File: src/sv/swtq_fifo.sv
// Two-entry queue carrying run summaries from the front to the back.
`timescale 1ns / 1ps

module swtq_fifo #(
    parameter int W = 8
) (
    input  logic         clk,
    input  logic         rst_n,
    input  logic         push,
    input  logic [W-1:0] push_data,
    output logic         not_full,
    input  logic         pop,
    output logic [W-1:0] pop_data,
    output logic         not_empty
);
    logic [W-1:0] slot_reg [2];
    logic         wptr_reg;
    logic         rptr_reg;
    logic [1:0]   fill_reg;

    assign not_full  = (fill_reg != 2'd2);
    assign not_empty = (fill_reg != 2'd0);
    assign pop_data  = slot_reg[rptr_reg];

    always_ff @(posedge clk)
    begin
        if (push && not_full)
        begin
            slot_reg[wptr_reg] <= push_data;
        end
    end

    always_ff @(posedge clk or negedge rst_n)
    begin
        if (!rst_n)
        begin
            wptr_reg <= 1'b0;
            rptr_reg <= 1'b0;
            fill_reg <= 2'd0;
        end
        else
        begin
            if (push && not_full)
            begin
                wptr_reg <= ~wptr_reg;
            end
            if (pop && not_empty)
            begin
                rptr_reg <= ~rptr_reg;
            end
            fill_reg <= fill_reg + 2'(push && not_full) - 2'(pop && not_empty);
        end
    end
endmodule

File: config.mk
export PLATFORM = sky130hd
export DESIGN_NAME = swtq_fifo
export DESIGN_NICKNAME = d
export VERILOG_FILES = /design/src/sv/swtq_fifo.sv
export SDC_FILE = /design/constraint.sdc
export NUM_CORES = 1
export LEC_CHECK = 0
export ABC_AREA = 1
export BUFFER_PORTS_ARGS = -buffer_cell sky130_fd_sc_hd__buf_4
export CAP_MARGIN = 20
export CORE_UTILIZATION = 49
export DETAILED_ROUTE_END_ITERATION = 10
export GPL_TIMING_DRIVEN = 1
export HOLD_SLACK_MARGIN = 0.12
export PLACE_DENSITY = 0.75
export SLEW_MARGIN = 5
export SYNTH_ARGS = -nofsm -noshare
export SYNTH_HDL_FRONTEND = slang
export SYNTH_SLANG_ARGS = --single-unit
export TNS_END_PERCENT = 1
File: constraint.sdc
create_clock -name clk -period 1.81 [get_ports clk]
set_input_delay 0.362 -clock clk [delete_from_list [all_inputs] [get_ports clk]]
set_output_delay 0.362 -clock clk [all_outputs]
set_load 0.01 [all_outputs]
[Word level (Yosys, flattened, before mapping)]
Memories as Yosys holds them, arrays and structs flattened.
Cells that the tools add are included.
Operators by class
  equal/unequal tests: 1
  bitwise gates (word level): 2
  add/subtract/negate cells: 2
  reductions and logical operators: 3
  multiplexer cells: 2
Operator list (number)
  adder 2 x 1 -> 2 bit: 1
  logical AND 1 bit: 2
  2-to-1 mux 1 bit: 2
  inequality test 2 bit (second input constant): 1
  inverter 1 bit: 2
  nonzero test 2 bit: 1
  subtractor 2 x 1 -> 2 bit: 1
Word-level totals
  memory bits (writable): 16
  bits in registers: 4
  bits of input ports: 12
  logic and storage cells: 14
  memories kept: 1
Memory list
  slot_reg: words 2, bits a word 8, rd ports 1, clocked after Yosys merged registers in 0, write ports 1, line 16  | logic [W-1:0] slot_reg [2];

[Logic depth before layout (Yosys ltp)]
  depth after elaboration: 4
  mapped depth: 10

[Worst setup path after synthesis]
Ideal clock, no wire load.
  path type: register -> register
  start: register fill_reg[0]
  end: register fill_reg[1]
  cell stages (with the launch flop): 11
  arrival: 1220 ps
  setup time: 116 ps
  setup slack: 474 ps
  path through: dfrtp_1 > inv_1 > nand2_2 > nand2_2 > inv_1 > ha_1 > inv_1 > ha_1 > inv_1 > nand2_1 > nand2_1
Between the ends
  elaborated cells between the ends (all ways): 6
  classes of those cells: 2 x add/sub; 1 x eq/ne; 3 x reduce/logical
RTL lines
  start: declaration: line 19  | logic [1:0] fill_reg;
  start signal: assignment: line 51  | fill_reg <= fill_reg + 2'(push && not_full) - 2'(pop && not_empty);
  nonzero test 2 bit: line 22  | assign not_empty = (fill_reg != 2'd0);
  via not_empty: line 14  | output logic not_empty
  logical AND 1 bit: line 51
  subtractor 2 x 1 -> 2 bit: line 51
The timed path passes the listed nets, and every way through them passes these cells.
A chain may end at the register's enable or synchronous reset.

[Final worst setup path]
  start: register rptr_reg
  end: output pop_data[2]
Between the ends
  cells in the longest elaborated chain, start to end: 1
RTL lines
  start: declaration: line 18  | logic rptr_reg;
  start signal: assignment: line 49  | rptr_reg <= ~rptr_reg;
  memory (2 x 8 bit)
  end: declaration: line 13  | output logic [W-1:0] pop_data,
No other way between the ends.

==> summary by stage <==
Run status
The run finished with clean final reports.

Logic synthesis
In this run the cell area of the synthesized design comes to 828 um2. The number of enable flip-flop cells after synthesis is 16. The synthesized flop and latch total is 20.

After synthesis, the most frequently instantiated cells are 32 x sky130_fd_sc_hd__nand2_1, 16 x sky130_fd_sc_hd__edfxtp_1, 7 x sky130_fd_sc_hd__inv_1. By area the synthesized netlist is led by sky130_fd_sc_hd__edfxtp_1 58%, sky130_fd_sc_hd__nand2_1 15%, sky130_fd_sc_hd__dfrtp_1 12%, sky130_fd_sc_hd__inv_1 3.2%, sky130_fd_sc_hd__ha_1 3.0%. In the post-synthesis netlist, the cell with the most instances is sky130_fd_sc_hd__nand2_1. Yosys printed 0 warnings.

The count of different cell masters after synthesis is 12. The synthesized area per cell is 11.3 um2. The portion of synthesized cell area occupied by the leading cell type is 0.580. After synthesis, the share of flip-flops with an asynchronous set or reset is 0.200. The cell count after synthesis is 73.

The cell type contributing the most total cell area after synthesis is sky130_fd_sc_hd__edfxtp_1. The top flip-flop cell by instance count after synthesis is sky130_fd_sc_hd__edfxtp_1. Synthesis produced a netlist with a net count of 87. The part of the Yosys area used for sequential elements is 0.701.

Placement
The number of port buffers is 21. Prior to clock tree synthesis, the placed netlist has a worst setup slack of 426 ps. Summed over all nets, the half-perimeter wirelength after detailed placement is 979 um. The final estimated routing congestion in global placement is 0.722. The number of placed instances, taps included is 110.

CTS
The maximum root-to-sink buffer count is 2. The clock insertion delay at the later pin of the skew report is 300 ps. The clock drives 20 sinks. The clock-pin slew reported for the worst setup and hold paths after clock tree synthesis is 110 ps. The clock buffer count from CTS is 3. The root buffer cell chosen for the clock tree is sky130_fd_sc_hd__clkbuf_4. CTS built an H-tree with a depth of 1. The CTS tree is built.

Worst setup path
The arrival time at the worst endpoint is 1280 ps. The startpoint of the worst register-to-register path is fill_reg[1]$_DFF_PN0_. In this run the register-to-register setup slack is 430 ps. The capturing point of the worst reg2reg path is fill_reg[1]$_DFF_PN0_.

The kind of launch point of the worst setup path is a flip-flop. The start-to-end type of the worst setup path is flip-flop to output port. The kind of end point of the critical path is an output port. The endpoint required time on the critical path is 1450 ps.

The number of cells traversed by the worst register-to-register path is 10. Of all nets on the critical path, the largest fanout is 10.

Finish
For this run, the share of the core covered by cells in the final layout is 0.691. The finished layout holds 115 standard cells, fillers aside. The register with the most flip-flops in the layout has 16 of them. Counting the fill cells in the layout gives 130. The total area of multi-input combinational cells is 200 um2. The fraction of final layout cells with drive strength greater than 1 is 0.333. 0 antenna diodes ended up in the layout.

Across the whole layout, storage elements account for 581 um2. For this run, the post-layout net count is 114. The relative area change from synthesis to final layout is 28.5%.

Drt
The detailed-route DRC error count is 0. The number of nets with antenna violations after routing is 0. The uppermost layer routed is met4. The routed length per instance is 11.8 um. The final route contains 555 vias. The vias per cell is 4.83.

The detailed-router iteration count before antenna repair is 2. The detailed router put a total of 596 um of wire on met1. Wire segments on met2 add up to 692 um in the final route. The initial DRC count is 5.

The met3 wire length is 46 um. The final wirelength is 1360 um.

Hold path
Counting instances, the worst hold path has a depth of 1. The launch instance of the worst min-delay path is push_data[6]. The terminating pin of the worst hold path is slot_reg[0][6]$_DFFE_PP_. In this run the worst hold path is classified as primary input to flip-flop.

Global route
The initial antenna violation count is 0. After global routing the overflow that remains totals 0. The overall fraction of global-route tracks in use is 0.169. The global-route wire length before repair is 2190 um.

The pin count of the biggest net entering global routing is 13. The via count of the first global-routing pass is 539.

STA
The number of hold violations in the final report is 0. The post-route clock skew is 2.20 ps. The worst path needs 1640 ps of the cycle, external delays included. The final-report setup violation count is 0.

For the pin with the worst max-slew slack, the measured transition is 394 ps. The setup slack of the critical path after layout is 169 ps. Summed over all failing endpoints, the final setup total negative slack is 0 ps. The number of max-slew violations in the final report is 0.

Setup repair after global routing left no endpoint under its margin. In the finished design, the share of the clock period the worst path needs comes to 0.906. The remaining max-slew budget at the tightest pin is 0.737. The maximum frequency from static timing analysis is 610 MHz.

Run
The reported max-cap violation count is 0.

Power
The internal power component is 0.00114 W. The share of total power dissipated in the clock network is 0.209. VDD sags by at most 819 uV. For this design the static power due to leakage is 0.515 nW. Dividing total power by cell area gives a power density of 1610 nW/um2. Of the total power, the share spent switching nets is 0.334. The proportion of power drawn by combinational gates is 0.371. The total net switching power is 0.000574 W. The relative contribution of sequential cells to total power is 0.420. The total power is 0.00172 W.

Floorplanning
In this run the vertical extent of the chip is 43.1 um. The cell row count is 14. The horizontal die dimension is 43.1 um.

The overall die area is 1860 um2. The boundary pin count is 22. The standard cell core area is 1540 um2. The starting utilization of the core area is 0.537.
==> final cells by class <==
type | instances | share of cell area
clock buffer | 3 | 0.0212
sequential | 20 | 0.545
inverter | 9 | 0.0341
timing repair buffer | 23 | 0.165
multi-input combinational | 43 | 0.188
tap | 16 | 0.0188
clock inverter | 1 | 0.0282
==> cells in the final DEF, fill, tap and decap left out <==
cell type	synthesis	layout
sky130_fd_sc_hd__nand2_2	4	4
sky130_fd_sc_hd__clkbuf_4	0	3
sky130_fd_sc_hd__inv_1	7	7
sky130_fd_sc_hd__bufinv_16	0	1
sky130_fd_sc_hd__nand3_1	3	3
sky130_fd_sc_hd__nor2_1	1	1
sky130_fd_sc_hd__nand2_1	32	32
sky130_fd_sc_hd__ha_1	2	2
sky130_fd_sc_hd__buf_4	0	22
sky130_fd_sc_hd__dlygate4sd3_1	0	1
sky130_fd_sc_hd__dfrtp_1	4	4
sky130_fd_sc_hd__nand2_4	1	1
sky130_fd_sc_hd__inv_4	1	1
sky130_fd_sc_hd__edfxtp_1	16	16
sky130_fd_sc_hd__inv_2	1	1
==> metrics by stage <==
step	cell area [um2]	hold slack [ps]
finish	1060	238
global route	1060	221
CTS	1060	231
detailed placement	1000	164
global placement	1000	163
floorplan	828	66.4
==> logic make-up (layout without fill, tap and decap cells) <==
logic type                 count (synthesis)  count (layout)  share of synthesized area
buffers and inverters                     10              36                     0.0574
DFF                                       20              20                      0.701
and+or+nand+nor                           41              41                      0.211
adders and majority gates                  2               2                     0.0302
==> how the worst max path moves through the flow <==
stage / slack [ps] / from / cells after the start / end
floorplan: 470 / fill_reg[0]$_DFF_PN0_ / 10 / fill_reg[1]$_DFF_PN0_
global placement: 480 / fill_reg[0]$_DFF_PN0_ / 10 / fill_reg[1]$_DFF_PN0_
detailed placement: 430 / fill_reg[0]$_DFF_PN0_ / 10 / fill_reg[1]$_DFF_PN0_
CTS: 160 / rptr_reg$_DFFE_PN0P_ / 4 / pop_data[1]
global route: 50 / rptr_reg$_DFFE_PN0P_ / 4 / pop_data[4]
finish: 170 / rptr_reg$_DFFE_PN0P_ / 4 / pop_data[2]
==> metal layers <==
metal / up-vias / track usage
met5: - / 0
met3: 4 / 0.0553
met4: 0 / 0.109
li1: 286 / -
met2: 12 / 0.263
met1: 253 / 0.199
==> critical path, stage by stage, from the launching register on <==
cell and delay [ps]:
sky130_fd_sc_hd__dfrtp_1 600, sky130_fd_sc_hd__inv_4 110, sky130_fd_sc_hd__nand2_1 80, sky130_fd_sc_hd__nand2_1 50, sky130_fd_sc_hd__buf_4 140
==> power by group through the flow <==
stage               combinational (W)  sequential, W  clock, W
floorplan                    0.000421       0.000688         0
global placement             0.000623       0.000728         0
detailed placement           0.000646       0.000731         0
CTS                          0.000649       0.000722  0.000367
global route                 0.000714       0.000736  0.000383
finish                       0.000636       0.000722  0.000360
==> what timing repair did <==
item                      4_1_cts  5_1_grt
buffers inserted                0        0
hold endpoints to repair        4        0
hold buffers                    1        0
resized for setup               0        0
Power figures use the tool's default switching activity.
