`src/sv/swtq_ram.sv`:
```
// Generic single-write, single-read RAM with registered read data.
`timescale 1ns / 1ps

module swtq_ram #(
    parameter int WIDTH = 8,
    parameter int DEPTH = 16
) (
    input  logic                                   clk,
    input  logic                                   we,
    input  logic [(DEPTH > 1 ? $clog2(DEPTH) : 1)-1:0] waddr,
    input  logic [WIDTH-1:0]                       wdata,
    input  logic [(DEPTH > 1 ? $clog2(DEPTH) : 1)-1:0] raddr,
    output logic [WIDTH-1:0]                       rdata
);
    logic [WIDTH-1:0] mem [DEPTH];

    always_ff @(posedge clk)
    begin
        if (we)
        begin
            mem[waddr] <= wdata;
        end
        rdata <= mem[raddr];
    end
endmodule

```
`config.mk`:
```
export PLATFORM = sky130hd
export DESIGN_NAME = swtq_ram
export DESIGN_NICKNAME = d
export VERILOG_FILES = /design/src/sv/swtq_ram.sv
export SDC_FILE = /design/constraint.sdc
export NUM_CORES = 1
export LEC_CHECK = 0
export BUFFER_PORTS_ARGS = -buffer_cell sky130_fd_sc_hd__buf_2
export CORE_ASPECT_RATIO = 0.8
export CORE_MARGIN = 2
export CORE_UTILIZATION = 40
export DETAILED_ROUTE_END_ITERATION = 7
export PLACE_DENSITY = 0.57
export SLEW_MARGIN = 20
export SYNTH_ARGS = -nofsm -noshare
export SYNTH_HDL_FRONTEND = slang
export SYNTH_SLANG_ARGS = --single-unit
```
`constraint.sdc`:
```
create_clock -name clk -period 2.4 [get_ports clk]
set_clock_uncertainty 0.15 [all_clocks]
set_input_delay 0.24 -clock clk [delete_from_list [all_inputs] [get_ports clk]]
set_output_delay 0.24 -clock clk [all_outputs]
set_load 0.05 [all_outputs]
```
After elaboration in Yosys (flattened, before gate mapping)
Memory sizes are Yosys's and may differ from the RTL's. A register that Yosys moved wholly into a read port is not among the register bits.
Cells that the tools add are included.
- add/sub/neg operators: 0
- reduce and logical (&&, ||, !) cells: 0
- magnitude comparators: 0
- bitwise operators: 0
- muxes and demuxes: 2
- divide/modulo/power cells: 0
- $mul: 0
- equality and inequality tests: 0
- shift-type cells: 0
- operator list (operator ; number):
    $mux 1 ; 2
- bits in read-only memories: 0
- word-level logic and storage cells: 3
- memory bits (writable): 128
- bits in registers: 0
- latch bits: 0
- memories kept: 1
- output and inout bits: 8
- memories (memory ; depth ; width ; rd ports ; clocked after memory_dff ; write ports ; line ; text):
    mem ; 16 ; 8 ; 1 ; 1 ; 1 ; 15 ; logic [WIDTH-1:0] mem [DEPTH];

Depth between registers and ports, before layout
Gate-level depths: netlist of the first run.
- depth after elaboration: 2
- depth in mapped cells: 5
- depth with buffers taken out: 3

Least setup slack after synthesis of the first run
OpenSTA, ideal clock, no wires.
- path type: input-to-reg
- start: input waddr[2] (netlist name)
- end: memory mem[0][0], enable pin
- stages on the path: 2
- buffers on the path: 0
- library setup time: 0.383 ns
- data arrival time: 1.350 ns
- path slack: 0.517 ns
- required time: 1.867 ns
- cells stage by stage: or3b_2 -> nor3_1
- RTL lines (element ; line ; text):
    from (decl) ; 10 ; input logic [(DEPTH > 1 ? $clog2(DEPTH) : 1)-1:0] waddr,
    to (decl) ; 15 ;
No word-level cell before the write port.

==> impl_metrics.csv, run 1 <==
group,metric,value,unit
timing,maxSlewViolCount,0,
layout,layout-area-overhead-vs-synth,19.93,%
clocking,ctsHoldBuffers,0,
logic_synthesis,ys_async_sr_fraction,0,%
floorplanning,rows,37,
place,globalplace.congestion,0.7497,
worst_setup_path,start_kind,"register",
floorplanning,core,12730,sq um
timing,setup_violations,0,
outcome,status,"finished, final reports clean",
timing,whs,0.07956,ns
logic_synthesis,synth_xor_area_share,0,%
routing,drtPass1Iterations,4,
logic_synthesis,synth.area.top_cells,"edfxtp_1 (75%), mux4_2 (7.9%), mux4_1 (7.1%)",
clocking,clock-sinks,136,
worst_hold_path,hold_class,"input port to register",
clocking,cts_resized,0,
clocking,h-tree-depth,4,
global_route,grt_use_met3,4.315,%
worst_setup_path,rrSetupSlack,0.88,ns
logic_synthesis,yosysWarnings,0,
clocking,root_buffer,"clkbuf_16",
clocking,cts_tree,"built",
logic_synthesis,synth_fp_nets,247,
layout,num_antenna_cells,0,
power_and_ir_drop,leakage,2.104,nW
worst_setup_path,worstSetupPathType,"register to register",
global_route,grt.busiest_layer,"met2",
floorplanning,die_h,105.5,um
routing,via_per_inst,5.186,
timing,fin_crit,1.525,ns
timing,worst_pin_slew,0.5200,ns
global_route,grt_pass1_wl,15880,um
worst_setup_path,r2r-start,"mem[10][6]",
logic_synthesis,ys.flop_type,"edfxtp_1",
global_route,antenna_found_initial,0,
worst_hold_path,holdPathStages,1,
global_route,grt_max_degree,33,
timing,fin_ws,0.8752,ns
worst_setup_path,r2r.worst_path.cells,3,
place,placedCellCount,441,
timing,fmaxAchievable,655.8,MHz
worst_setup_path,worstPathCellList,"mux4_2, a22oi_1, nand2_1",
worst_setup_path,critPathMaxStageDelay,0.46,ns
worst_setup_path,worstPathArrival,1.65,ns
routing,wire_per_inst,21.94,um
logic_synthesis,yosys.area.top_type,"edfxtp_1",
clocking,cts.clk_slew.worst_paths,0.05,ns
power_and_ir_drop,p_per_area,904.8,nW/um^2
worst_setup_path,cp_slowest_cell,"mux4_2",
layout,layout_common_cells,"edfxtp_1 (128), buf_2 (25), buf_4 (21)",
layout,finalNetCount,303,
power_and_ir_drop,irDropWorstVdd,0.5393,mV
routing,first_iter_violations,355,
logic_synthesis,synth_top_family_by_area,"multiplexers",
clocking,cts_buffers,17,
routing,wl,10380,um
logic_synthesis,muxShareOfSynthArea,15.02,%
floorplanning,die_w,130.8,um
logic_synthesis,synthAdderAreaFrac,0,%
worst_setup_path,r2r_end,"rdata[6]",
worst_setup_path,crit_buf_inv,0,
clocking,clk_latency,0.41,ns
global_route,grt_use_met2,24.67,%
job,drv_cap,0,
place,dp_hpwl,6466,um
clocking,cts.path.max_buffers,2,
logic_synthesis,synth_edf_count,128,
layout,layout_commonest_cell,"edfxtp_1",
timing,max_slew_margin,65.33,%
logic_synthesis,synth_compound_area_share,2.333,%
timing,setup-tns-final,0,ns
global_route,overflow,0,
floorplanning,start_util,40.43,%
logic_synthesis,netlist_area,5147,sq um
worst_setup_path,critPathRequiredTime,2.53,ns
global_route,use_met1,24.03,%
logic_synthesis,syn_avg_cell_area,22.48,sq um
worst_setup_path,cp_max_fo,1,
worst_hold_path,hold_path_end,"mem[15][5]",
layout,utilization,48.49,%
global_route,first_global_vias,2561,
routing,detail-route-antenna-nets,0,
place,dp_slack,0.5307,ns
global_route,grtUsageTotal,16.63,%
logic_synthesis,synth_seq_cells,136,
clocking,post_cts_buffers,0,
logic_synthesis,synth_top_cell_area_share,74.67,%
worst_setup_path,crit_family,"multiplexers",
place,port_buffers,25,
layout,drive_gt1_share,30.20,%
worst_hold_path,worstHoldStart,"wdata[5]",
logic_synthesis,syn_inst,229,
logic_synthesis,synth_seq_area_share,77.78,%
routing,num_vias,2453,
timing,hold_viol,0,
worst_setup_path,cp-end-kind,"register",
floorplanning,io_pins,26,
layout,final_cells,473,
timing,rsz0062_at_grt,"false",
logic_synthesis,synth_cell_type_count,19,
timing,min_period_over_period,63.54,%
logic_synthesis,yosys.area_share.simple,3.184,%
routing,drc,0,
floorplanning,die_area,13800,sq um
power breakdown:
group	switching (mW)	internal [mW]
Clock	0.906	1.70
Sequential	0.0164	2.66
Combinational	0.194	0.108
cell usage after synthesis, types with 2 or more instances:
cell,count
edfxtp_1,128
mux4_2,18
mux4_1,14
nand2b_1,2
nand2_1,9
buf_6,3
nand3b_1,2
dfxtp_1,8
a22oi_1,16
nor2_1,13
clkdlybuf4s25_2,3
buf_2,3
nor3_1,4
metrics by stage:
stage                     cell area [sq um]  power [mW]
after floorplan                        5147       2.907
after global placement                 5583       3.020
after detailed placement               5583       3.029
after CTS                              6173       5.633
after global routing                   6173       5.772
final                                  6173       5.586
worst max path at each step:
stage                    start   endpoint  slack [ns]  depth (start not counted)
finish              mem[10][6]   rdata[6]        0.88                          3
global route        mem[11][6]   rdata[6]        0.80                          3
CTS                 mem[10][6]   rdata[6]        0.85                          3
detailed placement    raddr[1]   rdata[7]        0.53                          5
global placement      raddr[1]   rdata[7]        0.55                          5
floorplan             waddr[2]  mem[0][0]        0.52                          2
routing by layer:
layer / vias to the layer above / share of wire (%)
li1: 1088 / -
met1: 1284 / 48
met2: 68 / 46
met3: 13 / 4.6
met4: 0 / 1.2
met5: - / 0
final cells by class:
cell class                 count  area (sq um)
clock buffer                  18         429.2
clock inverter                14         161.4
fill                        1045          6558
multi-input combinational     83          1057
sequential                   136          4004
tap                          175         219.0
timing repair buffer          47         302.8
cells by family after synthesis:
| logic type | count (synthesis) |
|---|---|
| and+or+nand+nor | 35 |
| DFF | 136 |
| buffers and inverters | 10 |
| muxes | 32 |
| AOI/OAI and AO/OA | 16 |
sequential cells by signal, indices dropped and copies added, names as in the netlist:
register,flops
mem,128
rdata,8
Power figures use the tool's default switching activity.
==> inputs of run 2 (changes only) <==
- PLACE_DENSITY: 0.57 -> 0.59
- clock period: 2.4 -> 1.23 ns (I/O delays scaled with it)
==> run 2 against run 1 <==
Effect of this change:
- the run now ends with negative setup slack left
- non-clock buffer count is 16 higher
- clock-buffer cell count stayed put
- via count hardly changed
- combinational power is 140% higher
- critical endpoint is now rdata[1]
- largest cell class unchanged
==> impl_metrics.csv, run 2 (synthesis results as in run 1) <==
group,metric,value,unit
clocking,post_cts_buffers,0,
floorplanning,start_util,40.43,%
power_and_ir_drop,p_per_area,1683,nW/um^2
power_and_ir_drop,internal-power,8.874,mW
routing,first_iter_violations,219,
layout,drive_gt1_share,45.54,%
job,drv_cap,0,
clocking,cts_buffers,17,
routing,detail-route-antenna-nets,0,
layout,num_antenna_cells,0,
global_route,overflow,0,
outcome,violations,"negative setup slack",
place,dp_hpwl,6722,um
worst_setup_path,cp_max_fo,1,
power_and_ir_drop,netSwitchingFraction,20.27,%
worst_setup_path,critPathMaxStageDelay,0.51,ns
place,globalplace.congestion,0.7032,
clocking,clk_latency,0.41,ns
worst_hold_path,hold_class,"input port to register",
layout,layout_common_cells,"edfxtp_1 (128), mux4_2 (32), buf_4 (19)",
floorplanning,die_w,130.8,um
power_and_ir_drop,pwr-share-comb,6.6,%
power_and_ir_drop,p_clk_share,46.4,%
global_route,first_global_vias,2525,
clocking,clock-sinks,136,
clocking,h-tree-depth,4,
global_route,grt_max_degree,17,
timing,hold_viol,0,
floorplanning,io_pins,26,
timing,worst_pin_slew,0.9869,ns
layout,largestRegisters,"mem: 128 flops, rdata: 8 flops",
clocking,cts.path.max_buffers,2,
place,port_buffers,25,
global_route,antenna_found_initial,0,
global_route,grtUsageTotal,16.35,%
floorplanning,die_area,13800,sq um
place,dp_slack,-0.4116,ns
timing,setup-tns-final,-1.078,ns
routing,wl,10120,um
timing,fin_crit,1.382,ns
layout,largest_register,"mem",
power_and_ir_drop,seq_power_share,47.0,%
routing,drc,0,
routing,wire_per_inst,20.70,um
timing,maxSlewViolCount,0,
worst_setup_path,worstPathArrival,1.52,ns
routing,drtPass1Iterations,4,
floorplanning,die_h,105.5,um
worst_setup_path,cp-end-kind,"register",
layout,finalNetCount,319,
power_and_ir_drop,irDropWorstVdd,1.210,mV
global_route,grt_pass1_wl,15530,um
timing,whs,0.1646,ns
routing,num_vias,2455,
routing,via_per_inst,5.020,
worst_setup_path,worstSetupPathType,"register to register",
worst_setup_path,critPathRequiredTime,1.37,ns
timing,fmaxAchievable,723.6,MHz
timing,min_period_over_period,112.4,%
power_and_ir_drop,leakage,2.186,nW
floorplanning,core,12730,sq um
clocking,root_buffer,"clkbuf_16",
outcome,status,"finished with violations",
worst_setup_path,start_kind,"register",
worst_setup_path,cp_slowest_cell,"mux4_2",
clocking,cts_tree,"built",
timing,max_slew_margin,33.96,%
timing,setup_violations,8,
floorplanning,rows,37,
layout,layout-area-overhead-vs-synth,28.44,%
clocking,cts.clk_slew.worst_paths,0.06,ns
timing,rsz0062_at_grt,"true",
layout,layout_commonest_cell,"edfxtp_1",
timing,fin_ws,-0.1521,ns
worst_setup_path,worstPathCellList,"mux4_2, a22oi_2, nand2_1",
layout,largest_register_ffs,128,
power_and_ir_drop,power_switching,2.256,mW
==> run 2: changes by cell type in the layout (fill, tap and decap cells not counted), sizes merged <==
cell	previous run	this run
buf	47	55
clkinv	10	6
clkinvlp	0	4
dlygate4sd3	0	8
==> run 2: layer usage <==
layer  global-route usage [%]  wire [um]
met1                    23.43       4390
met5                        0          0
met4                    5.775        166
met3                    4.975        851
met2                    23.88       4715
==> run 2: final cells by class <==
| class | count | area, sq um |
|---|---|---|
| Multi-Input combinational cell | 83 | 1119 |
| Clock inverter | 14 | 181.4 |
| Tap cell | 175 | 219.0 |
| Fill cell | 995 | 6120 |
| Sequential cell | 136 | 4011 |
| Clock buffer | 18 | 429.2 |
| Timing Repair Buffer | 63 | 651.9 |
==> run 2: power groups by stage <==
| stage | clock network (mW) | registers, mW | logic [mW] |
|---|---|---|---|
| after floorplan | 0 | 5.41 | 0.298 |
| after global placement | 0 | 5.31 | 0.660 |
| after detailed placement | 0 | 5.32 | 0.667 |
| after CTS | 5.22 | 5.23 | 0.736 |
| after global routing | 5.45 | 5.24 | 0.788 |
| final | 5.17 | 5.23 | 0.734 |
==> run 2: what timing repair did <==
item	in CTS	in global routing
pin swaps	4	2
setup endpoints to repair	16	11
endpoints found under the hold margin	128	0
hold buffers	8	0
resized for setup	26	5
==> run 2: final timing paths <==
kind                            slack [ns]       start  cells past startpoint        end
worst max register to register       -0.15   mem[7][1]                      3   rdata[1]
worst min-delay path                  0.16    waddr[3]                      4  mem[0][6]
worst min register to register        0.53  mem[14][3]                      3   rdata[3]
worst max-delay path                 -0.15   mem[7][1]                      3   rdata[1]
==> run 2: metrics by stage <==
stage / instances / area (sq um) / power, mW / util, %
floorplan: 229 / 5196 / 5.707 / -
global placement: 449 / 5821 / 5.972 / 45.72
detailed placement: 449 / 5821 / 5.983 / 45.72
CTS: 489 / 6593 / 11.19 / 51.78
global route: 489 / 6611 / 11.47 / 51.93
finish: 489 / 6611 / 11.13 / 51.93
==> run 2: critical path, delay by kind of cell (launching register included) <==
family	cells	cell delay, ns
multiplexers	1	0.51
flip-flops	1	0.37
AND/OR/NAND/NOR	1	0.07
AO/OA/AOI/OAI	1	0.16
