File: config.mk
export PLATFORM = sky130hd
export DESIGN_NAME = swtq_front_flat
export DESIGN_NICKNAME = d
export VERILOG_FILES = /design/src/sv/swtq_pkg.sv /design/src/sv/swtq_if.sv /design/src/sv/swtq_front.sv /design/src/flat_wrapper.sv
export SDC_FILE = /design/constraint.sdc
export NUM_CORES = 1
export LEC_CHECK = 0
export ABC_AREA = 1
export BUFFER_PORTS_ARGS = -buffer_cell sky130_fd_sc_hd__buf_4
export CAP_MARGIN = 10
export CORE_MARGIN = 3
export CORE_UTILIZATION = 30
export DETAILED_ROUTE_END_ITERATION = 10
export HOLD_SLACK_MARGIN = 0.12
export PLACE_DENSITY = 0.52
export SYNTH_ARGS = -nofsm -noshare
export SYNTH_HDL_FRONTEND = slang
export SYNTH_SLANG_ARGS = --single-unit
File: constraint.sdc
create_clock -name clk -period 2.8 [get_ports clk]
set_input_delay 0.56 -clock clk [delete_from_list [all_inputs] [get_ports clk]]
set_output_delay 0.56 -clock clk [all_outputs]
set_load 0.1 [all_outputs]
File: src/sv/swtq_pkg.sv
// Package: shared types and constants of the sliding window track quality block.
`timescale 1ns / 1ps

package swtq_pkg;

    localparam int FRAME_W  = 20;
    localparam int PID_W    = 10;
    localparam int STATUS_W = 2;
    localparam int WIDTH_W  = 12;
    localparam int COUNT_W  = 11;
    localparam int FRAC_W   = 17;
    localparam int MAXW_W   = 7;

    localparam logic [MAXW_W-1:0] RESULT_CAP = 7'd64;

    // Result status codes
    localparam logic [STATUS_W-1:0] ST_OK     = 2'd0;
    localparam logic [STATUS_W-1:0] ST_BROKEN = 2'd1;
    localparam logic [STATUS_W-1:0] ST_SHORT  = 2'd2;
    localparam logic [STATUS_W-1:0] ST_CAP    = 2'd3;

    // Register indexes on the configuration port
    localparam logic [1:0] REG_FRACTION = 2'd0;
    localparam logic [1:0] REG_BASE     = 2'd1;
    localparam logic [1:0] REG_STEP     = 2'd2;
    localparam logic [1:0] REG_MAXWIN   = 2'd3;

    localparam logic [FRAC_W-1:0]  FRACTION_RST = 17'd58982;
    localparam logic [WIDTH_W-1:0] BASE_RST     = 12'd1000;
    localparam logic [WIDTH_W-1:0] STEP_RST     = 12'd10;
    localparam logic [MAXW_W-1:0]  MAXWIN_RST   = 7'd64;

    typedef struct packed {
        logic [FRAC_W-1:0]  fraction;
        logic [WIDTH_W-1:0] base_window;
        logic [WIDTH_W-1:0] window_step;
        logic [MAXW_W-1:0]  max_windows;
    } cfg_t;

    // Summary of one loaded run, handed from the front to the back
    typedef struct packed {
        logic               over_capacity;
        logic [FRAME_W-1:0] earliest;
        logic [FRAME_W-1:0] latest;
        logic [PID_W-1:0]   largest;
    } run_desc_t;

endpackage

File: src/sv/swtq_if.sv
// Interfaces: record input channel and result output channel.
`timescale 1ns / 1ps

interface swtq_rec_if;
    logic                         valid;
    logic                         ready;
    logic [swtq_pkg::FRAME_W-1:0] frame_number;
    logic [swtq_pkg::PID_W-1:0]   particle_id;
    logic                         final_record;

    modport source (output valid, frame_number, particle_id, final_record, input ready);
    modport sink   (input valid, frame_number, particle_id, final_record, output ready);
endinterface


File: src/sv/swtq_front.sv
// Front end: accepts records, stores them and tracks the run summary.
`timescale 1ns / 1ps

module swtq_front #(
    parameter int MAX_RECORDS   = 65536,
    parameter int MAX_PARTICLES = 1024
) (
    input  logic                                    clk,
    input  logic                                    rst_n,
    swtq_rec_if.sink                                rec_in,
    output logic                                    rec_we,
    output logic [$clog2(MAX_RECORDS)-1:0]          rec_waddr,
    output logic [swtq_pkg::FRAME_W-1:0]            rec_wframe,
    output logic [swtq_pkg::PID_W-1:0]              rec_wpid,
    output logic                                    push,
    output swtq_pkg::run_desc_t                     push_desc,
    output logic [$clog2(MAX_RECORDS+1)-1:0]        push_count,
    input  logic                                    push_ready,
    input  logic                                    sweep_done
);
    import swtq_pkg::*;

    localparam int CW = $clog2(MAX_RECORDS + 1);
    localparam int AW = $clog2(MAX_RECORDS);

    logic [CW-1:0]      cnt_reg;
    logic [FRAME_W-1:0] early_reg;
    logic [FRAME_W-1:0] late_reg;
    logic [PID_W-1:0]   large_reg;
    logic               ovf_reg;
    logic               busy_reg;

    logic               accept;
    logic               cap_hit;
    logic               store;
    logic [CW-1:0]      cnt_next;
    run_desc_t          desc_next;

    assign rec_in.ready = !busy_reg && push_ready;
    assign accept       = rec_in.valid && rec_in.ready;
    assign cap_hit      = (cnt_reg >= CW'(MAX_RECORDS))
                       || (32'(rec_in.particle_id) >= MAX_PARTICLES);
    assign store        = accept && !cap_hit;

    assign rec_we     = store;
    assign rec_waddr  = cnt_reg[AW-1:0];
    assign rec_wframe = rec_in.frame_number;
    assign rec_wpid   = rec_in.particle_id;

    always_comb
    begin
        cnt_next                = cnt_reg + CW'(store);
        desc_next.over_capacity = ovf_reg || (accept && cap_hit);
        desc_next.earliest      = (store && rec_in.frame_number < early_reg)
                                ? rec_in.frame_number : early_reg;
        desc_next.latest        = (store && rec_in.frame_number > late_reg)
                                ? rec_in.frame_number : late_reg;
        desc_next.largest       = (store && rec_in.particle_id > large_reg)
                                ? rec_in.particle_id : large_reg;
    end

    assign push       = accept && rec_in.final_record;
    assign push_desc  = desc_next;
    assign push_count = cnt_next;

    always_ff @(posedge clk or negedge rst_n)
    begin
        if (!rst_n)
        begin
            cnt_reg   <= '0;
            early_reg <= '1;
            late_reg  <= '0;
            large_reg <= '0;
            ovf_reg   <= 1'b0;
            busy_reg  <= 1'b0;
        end
        else if (push)
        begin
            cnt_reg   <= '0;
            early_reg <= '1;
            late_reg  <= '0;
            large_reg <= '0;
            ovf_reg   <= 1'b0;
            busy_reg  <= 1'b1;
        end
        else
        begin
            if (accept)
            begin
                cnt_reg   <= cnt_next;
                early_reg <= desc_next.earliest;
                late_reg  <= desc_next.latest;
                large_reg <= desc_next.largest;
                ovf_reg   <= desc_next.over_capacity;
            end
            if (sweep_done)
            begin
                busy_reg <= 1'b0;
            end
        end
    end
endmodule

File: src/flat_wrapper.sv
// flat-port wrapper written by rule: the top's interface ports become plain ports
module swtq_front_flat import swtq_pkg::*;
#(
    parameter int MAX_RECORDS   = 65536,
    parameter int MAX_PARTICLES = 1024
)
  (clk, rst_n, rec_we, rec_waddr, rec_wframe, rec_wpid, push, push_desc, push_count, push_ready, sweep_done, rec_in_valid, rec_in_frame_number, rec_in_particle_id, rec_in_final_record, rec_in_ready);
  swtq_rec_if rec_in_i ();
  input  logic clk;
  input  logic rst_n;
  output logic rec_we;
  output logic [$clog2(MAX_RECORDS)-1:0] rec_waddr;
  output logic [swtq_pkg::FRAME_W-1:0] rec_wframe;
  output logic [swtq_pkg::PID_W-1:0] rec_wpid;
  output logic push;
  output swtq_pkg::run_desc_t push_desc;
  output logic [$clog2(MAX_RECORDS+1)-1:0] push_count;
  input  logic push_ready;
  input  logic sweep_done;
  input wire logic [$bits(rec_in_i.valid)-1:0] rec_in_valid;
  input wire logic [$bits(rec_in_i.frame_number)-1:0] rec_in_frame_number;
  input wire logic [$bits(rec_in_i.particle_id)-1:0] rec_in_particle_id;
  input wire logic [$bits(rec_in_i.final_record)-1:0] rec_in_final_record;
  output wire logic [$bits(rec_in_i.ready)-1:0] rec_in_ready;
  assign rec_in_i.valid = rec_in_valid;
  assign rec_in_i.frame_number = rec_in_frame_number;
  assign rec_in_i.particle_id = rec_in_particle_id;
  assign rec_in_i.final_record = rec_in_final_record;
  assign rec_in_ready = rec_in_i.ready;
  swtq_front #(.MAX_RECORDS(MAX_RECORDS), .MAX_PARTICLES(MAX_PARTICLES)) u_core (.clk(clk), .rst_n(rst_n), .rec_in(rec_in_i), .rec_we(rec_we), .rec_waddr(rec_waddr), .rec_wframe(rec_wframe), .rec_wpid(rec_wpid), .push(push), .push_desc(push_desc), .push_count(push_count), .push_ready(push_ready), .sweep_done(sweep_done));
endmodule
# Word level (Yosys, flattened, before mapping)

Cells that the tools add are included.

Memory bits (read-only): 0
Memory bits (writable): 0
Memories: 0
Register bits after elaboration: 69
Latch bits: 0

Muxes and demuxes: 15
Divide/modulo/power cells: 0
Reductions and logical operators: 13
Add/sub/neg operators: 1
Bitwise logic cells: 0
Multiply operators: 0
Shift operators: 0
Equality and inequality tests: 0
Magnitude comparators: 4

Operator list:

| kind                 | count |
|---|---|
| $mux 20              | 6 |
| $mux 17              | 2 |
| $mux 10              | 3 |
| $gt 20x20->1         | 1 |
| $lt 20x20->1         | 1 |
| $add 17x1->17        | 1 |
| $ge 17x17->1 const B | 1 |
| $gt 10x10->1         | 1 |
| $logic_and 1x1->1    | 8 |
| $mux 1               | 4 |
| $reduce_bool 2->1    | 2 |
| $logic_not 1->1      | 2 |
| $logic_or 1x1->1     | 1 |

# Longest topological paths before layout

Depth in word-level cells: 8
Mapped depth: 15
Mapped depth without buffers: 14

# Worst setup path before layout

No wires, ideal clock.

Kind: input-to-output
Start point: input port push_ready
End point: output port push_count[14]
Arrival: 4.328 ns
Setup slack: -2.088 ns
Data required time: 2.240 ns
Cell stages on the path: 10
Buffers on the path: 0
Cells stage by stage: inv_1 -> nor2_4 -> nand2_2 -> nor2_4 -> ha_1 -> ha_1 -> nand2_2 -> nor3_4 -> nand3_1 -> xnor2_1

Longest elaborated chain between the ends: 4

RTL lines:

| element           | line               | text |
|---|---|---|
| start, declared   | flat_wrapper.sv:18 | `input logic push_ready;` |
| $logic_and 1x1->1 | swtq_front.sv:39   | `assign rec_in.ready = !busy_reg && push_ready;` |
| net rec_in_ready  | flat_wrapper.sv:24 | `output wire logic [$bits(rec_in_i.ready)-1:0] rec_in_ready;` |
| $logic_and 1x1->1 | swtq_front.sv:40   | `assign accept = rec_in.valid && rec_in.ready;` |
| $logic_and 1x1->1 | swtq_front.sv:43   | `assign store = accept && !cap_hit;` |
| net rec_we        | flat_wrapper.sv:11 | `output logic rec_we;` |
| $add 17x1->17     | swtq_front.sv:52   | `cnt_next = cnt_reg + CW'(store);` |
| end, declared     | flat_wrapper.sv:17 | `output logic [$clog2(MAX_RECORDS+1)-1:0] push_count;` |

The timed path passes the listed nets, and every way through them passes these cells.

==> metrics.yaml <==
hp-class: "input port to async pin"
path_delay_family: "simple AND/OR/NAND/NOR gates"
dpl.hpwl_mm: 12.29
fin_nets: 1026
route.met3.wl_mm: 1.060
finalWirelength_mm: 19.73
ys_warn_count: 0
first_pass_iters: 4
layout.cells.non_filler: 1164
critPathArrivalTime_ns: 2.49
dieArea_mm2: 0.01902
clk_path_buf_depth: 2
final.period_utilization: 1.089
worst_pin_slew_ns: 0.9303
coreArea_mm2: 0.01682
syn_to_final_growth_pct: 103.6
fillers: 1308
grt_max_degree: 64
dr.first_iter.drc_count: 174
insertion_delay_ns: 0.35
syn_area_per_cell_um2: 7.344
grt_pass1_vias: 5745
routedWlPerCell_um: 16.95
ys_ff_latch: 69
finalWorstSetupSlack_ns: -0.2496
wl_met2_mm: 10.57
netlist_top_cells_area: "dfrtp_1 (23%), nand2_1 (13%), ha_1 (12%), dfstp_2 (10%), inv_1 (9.2%)"
drcViolationCount: 0
period_needed_ns: 3.050
p_per_area_mw_per_mm2: 1224
end_kind: "output pin"
max_freq_mhz: 327.9
critPathKind: "register to output pin"
cts_root_buf: "clkbuf_16"
drive_above_1_share: 0.6441
synth_top_area_frac: 0.2348
startpoint_type: "register"
ant_nets: 0
whs_ns: 0.3351
wl_met1_mm: 7.602
cts-htree-levels: 3
gp_congestion: 0.8136
top_layer: "met4"
vias_per_cell: 4.766
cts-buffers-inserted: 9
dp_slack_ns: -0.2496
antenna_found_initial: 0
worst-path-buf-inv: 3
yosys.area.top_type: "dfrtp_1"
crit_top_cell: "nand2_4"
final-hold-violation-count: 0
cts_tree: "yes"
synth_area_mm2: 0.005221
path_clk_slew_ns: 0.06
io_pins: 153
violations: "setup timing"
finalSetupTns_ns: -7.257
layout.cells.most_common: "buf_4"
io_buffers: 152
setup_viol: 50
die_w_um: 137.9
p_leak_nw: 5.035
num_rows: 47
outcome: "finished, violations left"
ys_seq_area_frac: 0.3355
clock-sinks: 69
start_util: 0.3104
grt_setup_unrepaired: "yes"
postCtsHoldBufs: 0
num_vias: 5548
synth_nets: 798
antennaDiodeCount: 0
peakVddDrop_uv: 833.1
path_cells: "inv_1, ha_1, nand2_2, nor2_4, nand4_1, nor2_4, nand2_4, nand3_4, buf_16, nand2_4, nand2_4, buf_12"
final_cell_mix: "buf_4 (185), inv_1 (74), nand2_4 (71), nand2_1 (67), buf_12 (67)"
gr-total-overflow: 0
maxSlewViolCount: 0
max_stage_delay_ns: 0.55
grt_pass1_wl_mm: 28.78
cpMaxStageDelayCell: "dfstp_2"
slew_headroom: 0.3798
dp.cells: 1086
synth_cell_type_count: 36
grt_use_total: 0.1957
finalClockSkew_ns: 0.008167
crit_required_ns: 2.24
synth_cells: 711
die-height_um: 137.9
cap_violations: 0
critPathMaxFanout: 8
==> cells by family after synthesis <==
family	count (synthesis)	synth area share
AND/OR/NAND/NOR	314	0.2624
AO/OA/AOI/OAI	59	0.06854
buffers and inverters	205	0.1896
XOR/XNOR	13	0.02181
adder cells (fa/ha/maj)	51	0.1222
flip-flops	69	0.3355
==> metrics by stage <==
stage,area (um2),util,power [mW]
after global placement,7599,0.4518,8.503
after detailed placement,7599,0.4518,8.583
after CTS,9522,0.5661,11.75
after floorplan,6082,-,7.165
after global routing,10630,0.6320,13.60
final,10630,0.6320,13.01
==> path summary, 6_finish.rpt <==
check,start,end,slack (ns),cells past startpoint
setup / recovery,u_core.early_reg[8],push_desc[34],-0.25,12
hold / removal,rst_n,u_core.late_reg[13],0.34,1
setup reg to reg,u_core.early_reg[8],u_core.early_reg[8],0.53,13
hold reg to reg,u_core.early_reg[7],u_core.early_reg[7],0.52,2
max in group asynchronous,rst_n,u_core.early_reg[4],1.72,2
min in group clk,sweep_done,u_core.busy_reg,0.40,2
==> per-layer routing <==
metal,vias up,global-route usage
met5,-,0
met4,0,0.07080
met3,37,0.03846
met2,158,0.3492
met1,2722,0.2333
li1,2631,-
==> cells in the mapped netlist (all sizes together) <==
master / number
a21oi: 21
nor3: 5
o21a: 2
nand4: 21
a22o: 4
a21o: 1
buf: 60
o22ai: 1
nand3: 50
o21ai: 26
o211ai: 1
o21bai: 2
nor2: 58
and3b: 1
nand2: 178
dfrtp: 49
dfstp: 20
clkbuf: 9
inv: 136
xnor2: 1
ha: 51
xor2: 12
a31oi: 1
nor4: 1
==> what timing repair did <==
item	in CTS	in global routing
buffers inserted	22	31
gates cloned	9	4
resized for setup	264	186
pin swaps	60	66
endpoints found under the setup margin	59	62
==> layout make-up <==
| cell class | count | area, um2 | area share |
|---|---|---|---|
| well taps | 220 | 275.3 | 0.02589 |
| repair buffers | 286 | 3304 | 0.3109 |
| clock inverters | 4 | 95.09 | 0.008945 |
| clock buffers | 12 | 246.5 | 0.02319 |
| flip-flops and latches | 69 | 1752 | 0.1648 |
| multi-input cells | 437 | 4298 | 0.4043 |
| inverters | 136 | 659.4 | 0.06203 |
==> where the power goes <==
| part | leakage, nW | switching [mW] | internal, mW |
|---|---|---|---|
| Sequential | 0.844 | 0.227 | 1.46 |
| Clock | 0.167 | 0.461 | 0.894 |
| Combinational | 4.02 | 6.24 | 3.72 |
Note: power is estimated with default switching activity, not from simulation.
